--- config.mk ---
export PLATFORM = sky130hd
export DESIGN_NAME = bqrg_linear
export DESIGN_NICKNAME = d
export VERILOG_FILES = /design/src/bayer_quad_to_rgb_gain_assert.svh /design/src/bqrg_pkg.sv /design/src/bqrg_linear.sv
export SDC_FILE = /design/constraint.sdc
export NUM_CORES = 1
export LEC_CHECK = 0
export BUFFER_PORTS_ARGS = -buffer_cell sky130_fd_sc_hd__buf_2
export CORE_UTILIZATION = 64
export DETAILED_ROUTE_END_ITERATION = 8
export GPL_TIMING_DRIVEN = 1
export PLACE_DENSITY = 0.95
export SLEW_MARGIN = 10
export SYNTH_ARGS = -nofsm -noshare
export SYNTH_HDL_FRONTEND = slang
export SYNTH_SLANG_ARGS = --single-unit
--- constraint.sdc ---
create_clock -name vclk -period 11.65
set_input_delay 1.165 -clock vclk [all_inputs]
set_output_delay 1.165 -clock vclk [all_outputs]
set_load 0.005 [all_outputs]
--- src/bayer_quad_to_rgb_gain_assert.svh ---
// Assertion macros shared by the RTL of the Bayer quad converter.
// Each macro checks on the rising edge of clk and is disabled while rst_n is low.
`ifndef BAYER_QUAD_TO_RGB_GAIN_ASSERT_SVH
`define BAYER_QUAD_TO_RGB_GAIN_ASSERT_SVH

// The consequent must hold in the same cycle as the antecedent.
`define BQRG_ASSERT_SAME(label, ante, cons, msg) \
    label: assert property (@(posedge clk) disable iff (!rst_n) (ante) |-> (cons)) \
        else $error(msg);

// The consequent must hold in the cycle after the antecedent.
`define BQRG_ASSERT_NEXT(label, ante, cons, msg) \
    label: assert property (@(posedge clk) disable iff (!rst_n) (ante) |=> (cons)) \
        else $error(msg);

`endif

--- src/bqrg_pkg.sv ---
`default_nettype none

package bqrg_pkg;

    // Sample width of the Bayer quad.
    localparam int SAMPLE_BITS = 12;

    // Logarithm datapath: Q16 fraction, Q30 mantissa held in 31 bits.
    localparam int FRAC_BITS   = 16;
    localparam int MANT_BITS   = 31;
    localparam int K_BITS      = 21;
    localparam int ROUND_SHIFT = 32;

    // Normalize stage, one squaring stage per fraction bit, multiply stage.
    localparam int LOG_STAGES  = FRAC_BITS + 2;

    // Input register, log stages, output register.
    localparam int STAGES      = LOG_STAGES + 2;

    // Scale constants c*ln2*65536 for red/blue and for the green sum.
    localparam logic [K_BITS-1:0] LOG_K_RB = 21'd1392673;
    localparam logic [K_BITS-1:0] LOG_K_G  = 21'd1285513;

    // Gain mode: codes below this are linear, this and above logarithmic.
    localparam int MODE_BITS = 3;
    localparam logic [MODE_BITS-1:0] MODE_LOG      = 3'd5;
    localparam logic [MODE_BITS-1:0] MODE_LIN_BASE = 3'd4;

    // Configuration register indexes.
    localparam int CFG_INDEX_BITS = 2;
    localparam int CFG_DATA_BITS  = MODE_BITS;
    localparam logic [CFG_INDEX_BITS-1:0] REG_GAIN_MODE    = 2'd0;
    localparam logic [CFG_INDEX_BITS-1:0] REG_RED_ENABLE   = 2'd1;
    localparam logic [CFG_INDEX_BITS-1:0] REG_GREEN_ENABLE = 2'd2;
    localparam logic [CFG_INDEX_BITS-1:0] REG_BLUE_ENABLE  = 2'd3;

    // One Bayer quad.
    typedef struct packed {
        logic [SAMPLE_BITS-1:0] green_top;
        logic [SAMPLE_BITS-1:0] red_sample;
        logic [SAMPLE_BITS-1:0] blue_sample;
        logic [SAMPLE_BITS-1:0] green_bottom;
    } quad_t;

    // One RGB pixel.
    typedef struct packed {
        logic [7:0] blue_out;
        logic [7:0] green_out;
        logic [7:0] red_out;
    } pixel_t;

    // Saturate a linear result at 255.
    function automatic logic [7:0] sat8(input logic [SAMPLE_BITS+1:0] v);
        logic [7:0] r;
        r = (v > (SAMPLE_BITS+2)'(255)) ? 8'hFF : v[7:0];
        return r;
    endfunction

endpackage

`default_nettype wire

--- src/bqrg_linear.sv ---
`default_nettype none

// Linear gain: each channel divided by a power of two with rounding to nearest.
module bqrg_linear (
    input  wire logic [bqrg_pkg::MODE_BITS-1:0] gain_mode,
    input  wire bqrg_pkg::quad_t                quad,
    output bqrg_pkg::pixel_t                    pixel
);

    localparam int SW = bqrg_pkg::SAMPLE_BITS;

    logic [bqrg_pkg::MODE_BITS-1:0] shift;
    logic [SW:0]   rnd;
    logic [SW:0]   red_sum;
    logic [SW:0]   blue_sum;
    logic [SW+1:0] green_sum;

    // The divisor is 2^shift; green divides the sum of two samples by twice that.
    always_comb
    begin
        shift = bqrg_pkg::MODE_LIN_BASE - gain_mode;
        rnd   = (shift == '0) ? '0 : ((SW+1)'(1) << (shift - 1'b1));
        red_sum   = {1'b0, quad.red_sample} + rnd;
        blue_sum  = {1'b0, quad.blue_sample} + rnd;
        green_sum = (SW+2)'(quad.green_top) + (SW+2)'(quad.green_bottom)
                  + ((SW+2)'(1) << shift);
        pixel.red_out   = bqrg_pkg::sat8((SW+2)'(red_sum >> shift));
        pixel.blue_out  = bqrg_pkg::sat8((SW+2)'(blue_sum >> shift));
        pixel.green_out = bqrg_pkg::sat8(green_sum >> (shift + 1'b1));
    end

endmodule

`default_nettype wire

### After elaboration in Yosys (flattened, before gate mapping)

Cells that the tools add are included.

* add/sub/neg operators: 7
* reductions and logical operators: 1
* shift operators: 5
* mux-type cells: 4
* magnitude comparators: 3

Operators with widths (count)
* $gt 14x8->1 const B: 3
* $shr 13x3->14: 2
* $add 12x13->13: 2
* $mux 8: 3
* $add 13x14->14: 1
* $shl 1x3->14 const A: 1
* $shr 14x3->14: 1
* $add 12x12->13: 1
* $mux 13: 1
* $shl 1x3->13 const A: 1
* $add 3x1->3 const B: 1
* $logic_not 3->1: 1
* $sub 3x1->3 const B: 1
* $sub 3x3->3 const A: 1

* register bits: 0
* bits of input ports: 51

### Logic depth before layout (Yosys ltp)

Gate-level depths: netlist of run 1.

* depth after elaboration: 8
* mapped depth: 26

### Worst setup path after synthesis of run 1

OpenSTA, ideal clock, no wires.

* path kind: input -> output
* start point: input port gain_mode[0] (netlist bit)
* end point: output port pixel[14] (netlist bit)
* path buffers: 7
* path slack: 3769 ps
* arrival time: 6716 ps
* cell stages on the path: 26
* cells stage by stage: clkbuf_1 > inv_1 > clkbuf_1 > clkbuf_1 > buf_1 > ha_1 > buf_6 > xor2_1 > inv_1 > clkbuf_1 > clkbuf_1 > nand2_1 > fa_1 > inv_1 > ha_1 > inv_1 > fa_1 > nor2b_1 > o21a_1 > o21a_1 > o31ai_1 > o2bb2ai_1 > or3b_2 > o221a_2 > o31ai_1 > o2111ai_1

RTL lines
* start, declared: RTL line bqrg_linear.sv:5 `input wire logic [bqrg_pkg::MODE_BITS-1:0] gain_mode,`
* end, declared: RTL line bqrg_linear.sv:7 `output bqrg_pkg::pixel_t pixel`

==> key figures, run 1 <==
Placed design
  • Port Buffers: 75
  • Placer Congestion: 1.01
  • HPWL Detailed: ~9000 um
  • Placed cell count: 674

Floorplanning
  • Die ar.: ~6300 sq um
  • FP Rows: 27
  • Core area: roughly 5600 sq um
  • Initial Utilization: 0.684
  • IO Pins: 75
  • Die X-Extent: around 80 um
  • Die Y: ~80 um

Yosys
  • Post-Synth Simple-Gate Area: 0.244
  • Largest cells by area after synthesis: ha_1 (10%), nand2_1 (5.2%), xnor2_1 (5.0%)
  • Yosys warnings: 0
  • Xor/xnor share of the synthesized area: 0.0769
  • Multiplexer area fraction after synthesis: 0.0843
  • Post-synthesis cell type count: a little over 80
  • Post-synthesis sequential area ratio: 0
  • Synth Cell Area: 3860 sq um
  • Compound-Gate Fraction of Synth Area: 0.351
  • Share of the synthesized area in the top cell type: 0.104
  • Mapped Avg Cell Area: around 6.9 sq um
  • Yosys top cell by area: ha_1
  • Net Count, Synth: 648
  • Adder-Cell Fraction of Synth Area: 0.156
  • Syn Inst Count: approximately 560
  • Largest family of logic cells by synthesized area: compound AO/OA/AOI/OAI gates

Detailed routing
  • Detail Route Antenna Nets: 0
  • Initial drt markers: around 450
  • DRT Wirelength: ~11000 um
  • DR vias: about 4600
  • Vias/cell: between 6 and 7
  • Remaining DRCs: 0
  • Post-DR wirelength/cell: roughly 17 um
  • Drt first pass iters: 5

Setup path
  • Critical Path End Type: output port
  • WS Path Type: in -> out
  • Max stage delay on crit path: around 580 ps
  • Worst Path Required: between 10000 and 15000 ps
  • Crit-path max FO: between 50 and 60
  • Slowest cell on the critical path: inv_1
  • Arrival time worst endpoint: roughly 6800 ps
  • Levels on crit path: 22
  • CP top delay family: compound AO/OA/AOI/OAI gates
  • Crit path buf inv count: 7
  • CP Cell Sequence: buf_2 > buf_4 > inv_1 > ha_1 > xor2_1 > inv_1 > nand2_1 > fa_1 > inv_1 > ha_1 > inv_1 > fa_1 > nor2b_1 > o21a_1 > o21a_1 > o31ai_1 > a31oi_1 > o21ai_0 > o2111ai_1 > o31ai_1 > o2111ai_1 > buf_2
  • CP most frequent cell: inv_1
  • Critical Path Start Type: input port

Timing
  • Slew headroom: 0.502
  • Setup TNS: 0 ps
  • Final setup violation count: 0
  • Least-Margin Pin Slew: about 750 ps
  • Final period util: 0.681
  • Final hold violations: 0
  • RSZ-0062 raised after global routing: no
  • Slew Limit Fails: 0
  • Final min period: 7930 ps
  • WHS: around 2900 ps
  • Fmax: about 130 MHz

Global routing
  • Grt total ovfl: 0
  • Tot GR Track Use: 0.360
  • Number of antenna violations at the first check in global routing: 0
  • Global-route wire length before repair: ~19000 um
  • Vias in the first global route: around 4200
  • Largest net degree at the start of global routing: 57

Clocking
  • Post CTS Setup Buffer Count: 0
  • Post-CTS Resized: 0
  • CTS Hold Bufs: 0

Cells and area
  • Fin util: 0.744
  • Clock buffer count: 0
  • Most frequent cells in the layout: buf_2 (75), nand2_1 (53), inv_1 (48), nor2_1 (39)
  • # fillers: 428
  • Commonest non-fill, non-tap cell in the layout: buf_2
  • Synth-to-layout area growth: 8.86%
  • # nets final: approximately 700
  • Post-route insts no fill: 674
  • Share of post-route cells with drive strength above 1: 0.196
  • FFs & Latches: 0
  • Storage element area: 0 sq um
  • Inserted Diodes: 0

Hold path
  • Hold path start: quad[23]
  • Worst Hold Class: in -> out
  • Hold path endpoint: pixel[21]
  • Hold path cells: 4

Power
  • VDD IR max: 40.6 uV
  • Leakage: roughly 1.9 nW
  • PwrDens: 65.2 nW/um^2
  • PnR Total Power: 274 uW

Run
  • Total of max-cap violations: 0

Outcome
  • Run status: completed
-- how the worst max path moves through the flow --
stage / end / start
finish: pixel[11] / gain_mode[0]
global placement: pixel[14] / gain_mode[0]
global route: pixel[10] / gain_mode[0]
detailed placement: pixel[14] / gain_mode[0]
CTS: pixel[14] / gain_mode[0]
floorplan: pixel[14] / gain_mode[0]
-- kinds of logic after synthesis --
logic type,Yosys count
compound gates,180
mux,27
xor+xnor,33
buf+inv,82
simple gates,191
fa+ha+maj,43
-- layout make-up --
| class | count | area [sq um] | share of cell area |
|---|---|---|---|
| Inverter | 48 | 180 | 0.0429 |
| Multi-Input combinational cell | 474 | 3520 | 0.837 |
| Tap cell | 72 | 90.1 | 0.0215 |
| Timing Repair Buffer | 80 | 413 | 0.0983 |
-- per-stage QoR --
stage	setup slack (ps)	area, sq um
2_1_floorplan	3770	3860
3_3_place_gp	4180	4200
3_5_place_dp	3870	4200
4_1_cts	3880	4200
5_1_grt	3320	4200
6_report	3720	4200
-- Yosys cell counts, drive strengths merged, types with 9 or more instances --
library cell   n
ha            32
clkbuf        21
o21ai         39
o211ai        19
nand2         54
nand3         23
fa             9
inv           48
o2111ai       12
mux2i         19
a21oi         35
xnor2         22
nor2          40
nor3          25
xor2          11
buf           13
-- where the power goes --
group          switching, mW  total, mW  internal [mW]
clock                      0          0              0
combinational          0.161      0.274          0.113
sequential                 0          0              0
-- routing by layer --
layer  vias to the layer above  global-route usage  share of wire
met5                         -                   0              0
met4                         0              0.0873          0.017
met3                        26              0.0320          0.097
met2                       294               0.616           0.48
met1                      2076               0.482           0.41
li1                       2154                   -              -
Power figures use the tool's default switching activity.
==> run 2, diff against run 1 <==
Settings changed: ABC_AREA from default to 1, CORE_UTILIZATION 64 to 59.
Clock period 11.65 ns to 8.3 ns, I/O delays scaled along.
==> key figures, run 2 <==
Detailed routing
  • Remaining DRCs: 0
  • Detail Route Antenna Nets: 0
  • Post-DR wirelength/cell: between 10 and 15 um
  • Drt first pass iters: 5
  • DRT Wirelength: 9910 um
  • Initial drt markers: 340
  • DR vias: 4605
  • Vias/cell: about 5.7

Timing
  • Fmax: 146 MHz
  • Fin worst setup slack: 1460 ps
  • Final period util: 0.824
  • Slew headroom: 0.430
  • RSZ-0062 raised after global routing: no
  • Setup TNS: 0 ps
  • Final min period: 6840 ps
  • Slew Limit Fails: 0
  • Final hold violations: 0
  • Least-Margin Pin Slew: 855 ps
  • Final setup violation count: 0

Placed design
  • Placed cell count: roughly 800
  • Setup WS pre-CTS: 1580 ps
  • Placer Congestion: slightly above 0.9
  • Port Buffers: 75
  • HPWL Detailed: a little over 8000 um

Cells and area
  • Synth-to-layout area growth: 11.3%
  • Inserted Diodes: 0
  • # nets final: just over 800
  • Fin util: 0.696
  • Commonest non-fill, non-tap cell in the layout: nand2_1
  • # fillers: about 540
  • FFs & Latches: 0
  • Post-route insts no fill: between 800 and 900
  • Share of post-route cells with drive strength above 1: 0.147
  • Clock buffer count: 0
  • Storage element area: 0 sq um
  • Most frequent cells in the layout: nand2_1 (211), nand3_1 (137), inv_1 (81), buf_2 (75), o21ai_0 (38)

Floorplanning
  • Die ar.: 6290 sq um
  • Initial Utilization: 0.625
  • IO Pins: 75
  • Core area: around 5600 sq um
  • FP Rows: 27
  • Die Y: about 80 um
  • Die X-Extent: roughly 79 um

Yosys
  • Yosys top cell by area: nand2_1
  • Synth Cell Area: ~3500 sq um
  • Syn Inst Count: just under 700
  • Most numerous cell in the Yosys netlist: nand2_1
  • Share of the synthesized area in the top cell type: 0.225
  • Post-synthesis sequential area ratio: 0
  • Yosys warnings: 0
  • Largest cells by area after synthesis: nand2_1 (22%), nand3_1 (19%), ha_1 (11%)
  • Mapped Avg Cell Area: between 5 and 6 sq um
  • Net Count, Synth: ~770
  • Post-synthesis cell type count: 36
  • Top cells by count, synth: nand2_1 (211), nand3_1 (137), inv_1 (81), o21ai_0 (38), nor2_1 (37)

Global routing
  • GR peak layer: met2
  • Grt total ovfl: 0
  • Number of antenna violations at the first check in global routing: 0
  • Vias in the first global route: roughly 4000
  • GRT met2 Usage: 0.609
  • Global-route wire length before repair: approximately 16000 um
  • Met1 GRT Util: 0.353
  • Largest net degree at the start of global routing: 45
  • M3 GR Usage: 0.0264
  • Tot GR Track Use: 0.314

Clocking
  • CTS Hold Bufs: 0
  • Post-CTS Resized: 0
  • Post CTS Setup Buffer Count: 0

Hold path
  • Worst Hold Class: in -> out

Setup path
  • Worst Path Required: approximately 7500 ps
  • Arrival time worst endpoint: ~6000 ps
  • Critical Path End Type: output port
  • WS Path Type: in -> out
  • Critical Path Start Type: input port
  • Crit-path max FO: 39

Power
  • PwrDens: approximately 84 nW/um^2
  • VDD IR max: slightly above 60 uV
  • Leakage: approximately 2.3 nW
  • PnR Total Power: ~330 uW

Outcome
  • Run status: completed

Run
  • Total of max-cap violations: 0
## run 2: changes by cell type in the layout (fill, tap and decap cells not counted), moves of 17 or more
cell | before | now
xnor2_1 | 22 | 4
inv_1 | 48 | 81
nand2_1 | 53 | 211
nand3_1 | 23 | 137
nor3_1 | 25 | 8
## run 2: worst paths after layout
check,startpoint,endpoint,slack [ps],cells past startpoint
worst max-delay path,gain_mode[0],pixel[8],1460,27
worst min-delay path,quad[35],pixel[7],2330,9
## run 2: routing by layer
layer	up-vias	part of all wire
li1	2322	-
met1	2023	0.41
met2	232	0.50
met3	28	0.068
met4	0	0.029
met5	-	0
## run 2: area by class of cell
type	count	area, sq um	share of cell area
inverter	93	349	0.0889
multi-input combinational	560	3100	0.789
tap	72	90.1	0.0229
timing repair buffer	77	390	0.0994
## run 2: worst max-delay path: stages
cell	delay, ps
buf_2	540
inv_1	160
ha_1	320
inv_1	90
nand2_1	90
nand2_1	90
buf_4	300
inv_1	390
nand2_1	180
fa_1	420
inv_1	70
ha_1	170
inv_1	60
fa_1	410
o21ai_1	310
nand2_1	90
nand2_1	130
nand3_1	70
and2_1	160
o21ai_0	310
nand3_1	150
nand2_1	120
nor2_1	50
nand2_1	80
nand2_1	180
nand3_1	140
buf_2	130
## run 2: power by group
part           switching (mW)  internal [mW]  total [mW]
combinational           0.209          0.123       0.331
clock                       0              0           0
sequential                  0              0           0
## run 2: through the flow
step	hold WS [ps]	instance area [sq um]
floorplan	2060	3530
global placement	2330	3930
detailed placement	2320	3930
CTS	2320	3930
global route	2400	3930
finish	2330	3930
## run 2: kinds of logic after synthesis
logic type      synth area share
simple gates               0.537
buf+inv                    0.122
compound gates             0.123
fa+ha+maj                  0.165
xor+xnor                  0.0447
mux                      0.00851
==> run 3, diff against run 2 <==
Settings changed: CORE_UTILIZATION 59 to 53, PLACE_DENSITY 0.95 to 0.91.
Clock period 8.3 ns to 5.71 ns, I/O delays scaled along.
==> key figures, run 3 (synthesis gave the netlist of run 2 again) <==
Outcome
  • Run status: completed

Setup path
  • Crit. Startpoint: gain_mode[1]
  • Crit-path max FO: 8
  • Arrival time worst endpoint: 4560 ps
  • WS Path Type: in -> out
  • Worst setup endpoint: pixel[15]
  • Critical Path End Type: output port
  • Worst Path Required: 5140 ps
  • Critical Path Start Type: input port

Global routing
  • Tot GR Track Use: 0.299
  • Grt total ovfl: 0
  • Number of antenna violations at the first check in global routing: 0
  • Global-route wire length before repair: approximately 18000 um
  • Vias in the first global route: around 4400
  • Largest net degree at the start of global routing: 45

Floorplanning
  • FP Rows: 29
  • Die ar.: around 7000 sq um
  • Die X-Extent: approximately 84 um
  • IO Pins: 75
  • Core area: approximately 6400 sq um
  • Initial Utilization: 0.552
  • Die Y: ~84 um

Timing
  • Fmax: between 150 and 200 MHz
  • Slew Limit Fails: 0
  • Final setup violation count: 0
  • Final period util: 0.898
  • Least-Margin Pin Slew: ~800 ps
  • Final min period: about 5100 ps
  • Setup TNS: 0 ps
  • RSZ-0062 raised after global routing: no
  • Slew headroom: 0.464
  • Final hold violations: 0

Cells and area
  • Share of post-route cells with drive strength above 1: 0.150
  • Inserted Diodes: 0
  • Clock buffer count: 0
  • FFs & Latches: 0
  • Synth-to-layout area growth: 12.1%
  • # fillers: ~650
  • Most frequent cells in the layout: nand2_1 (211), nand3_1 (137), inv_1 (81), buf_2 (75), o21ai_0 (38)
  • Commonest non-fill, non-tap cell in the layout: nand2_1
  • Fin util: 0.619
  • Storage element area: 0 sq um
  • # nets final: just over 800

Hold path
  • Worst Hold Class: in -> out
  • Hold path cells: 9

Detailed routing
  • Met3 routed WL: about 680 um
  • Routed wl met2: a little over 5000 um
  • DR vias: 4642
  • Drt first pass iters: 5
  • Detail Route Antenna Nets: 0
  • Post-DR wirelength/cell: 12.9 um
  • Met1 wire length: 4010 um
  • Top Layer Used: met4
  • Initial drt markers: between 300 and 400
  • Vias/cell: ~5.7
  • Remaining DRCs: 0
  • DRT Wirelength: 10400 um

Power
  • Leakage: around 2.3 nW
  • PnR Total Power: between 400 and 500 uW
  • PwrDens: 122 nW/um^2
  • VDD IR max: 89.9 uV

Placed design
  • HPWL Detailed: roughly 8700 um
  • Placer Congestion: between 0.9 and 1
  • Port Buffers: 75

Run
  • Total of max-cap violations: 0

Clocking
  • Post CTS Setup Buffer Count: 0
  • CTS Hold Bufs: 0
  • Post-CTS Resized: 0
-- run 3: critical path, cell delays in order --
cell	delay (ps)
buf_2	120
inv_1	110
ha_1	340
inv_1	70
nand2_1	110
nand2_1	160
inv_1	150
nand2_1	80
fa_1	440
inv_1	70
ha_1	160
inv_1	60
fa_1	410
o21ai_1	250
nand2_1	80
nand2_1	110
nand3_1	70
and2_1	160
or2_1	230
nand3_1	100
nand3_1	70
o21ai_0	120
nor2_1	70
nand2_1	70
nand2_1	140
nand3_1	120
buf_2	130
-- run 3: area by class of cell --
type | instances | area [sq um] | area share
multi-input combinational | 560 | 3100 | 0.783
timing repair buffer | 80 | 413 | 0.104
inverter | 93 | 349 | 0.0883
tap | 77 | 96.3 | 0.0244
-- run 3: routing by layer --
metal | up-vias | GRT usage
met1 | 2020 | 0.337
met3 | 51 | 0.0168
met2 | 245 | 0.560
met4 | 0 | 0.157
li1 | 2326 | -
met5 | - | 0
-- run 3: worst min-delay path by stage --
stage	start	endpoint	slack, ps
floorplan	quad[24]	pixel[0]	1550
global placement	quad[23]	pixel[20]	1790
detailed placement	quad[35]	pixel[7]	1820
CTS	quad[35]	pixel[7]	1820
global route	quad[12]	pixel[16]	1900
finish	quad[23]	pixel[20]	1830
-- run 3: power by group --
part	leakage, nW	total (mW)	switching, mW	internal, mW
registers	0	0	0	0
clock network	0	0	0	0
logic	2.30	0.483	0.304	0.180
total	2.30	0.483	0.304	0.180
-- run 3: through the flow --
stage	worst slack, ps	cell area, sq um	hold slack [ps]	cells
2_1_floorplan	29.1	3530	1550	674
3_3_place_gp	795	3960	1790	810
3_5_place_dp	620	3960	1820	810
4_1_cts	603	3960	1820	810
5_1_grt	150	3960	1900	810
6_report	580	3960	1830	810
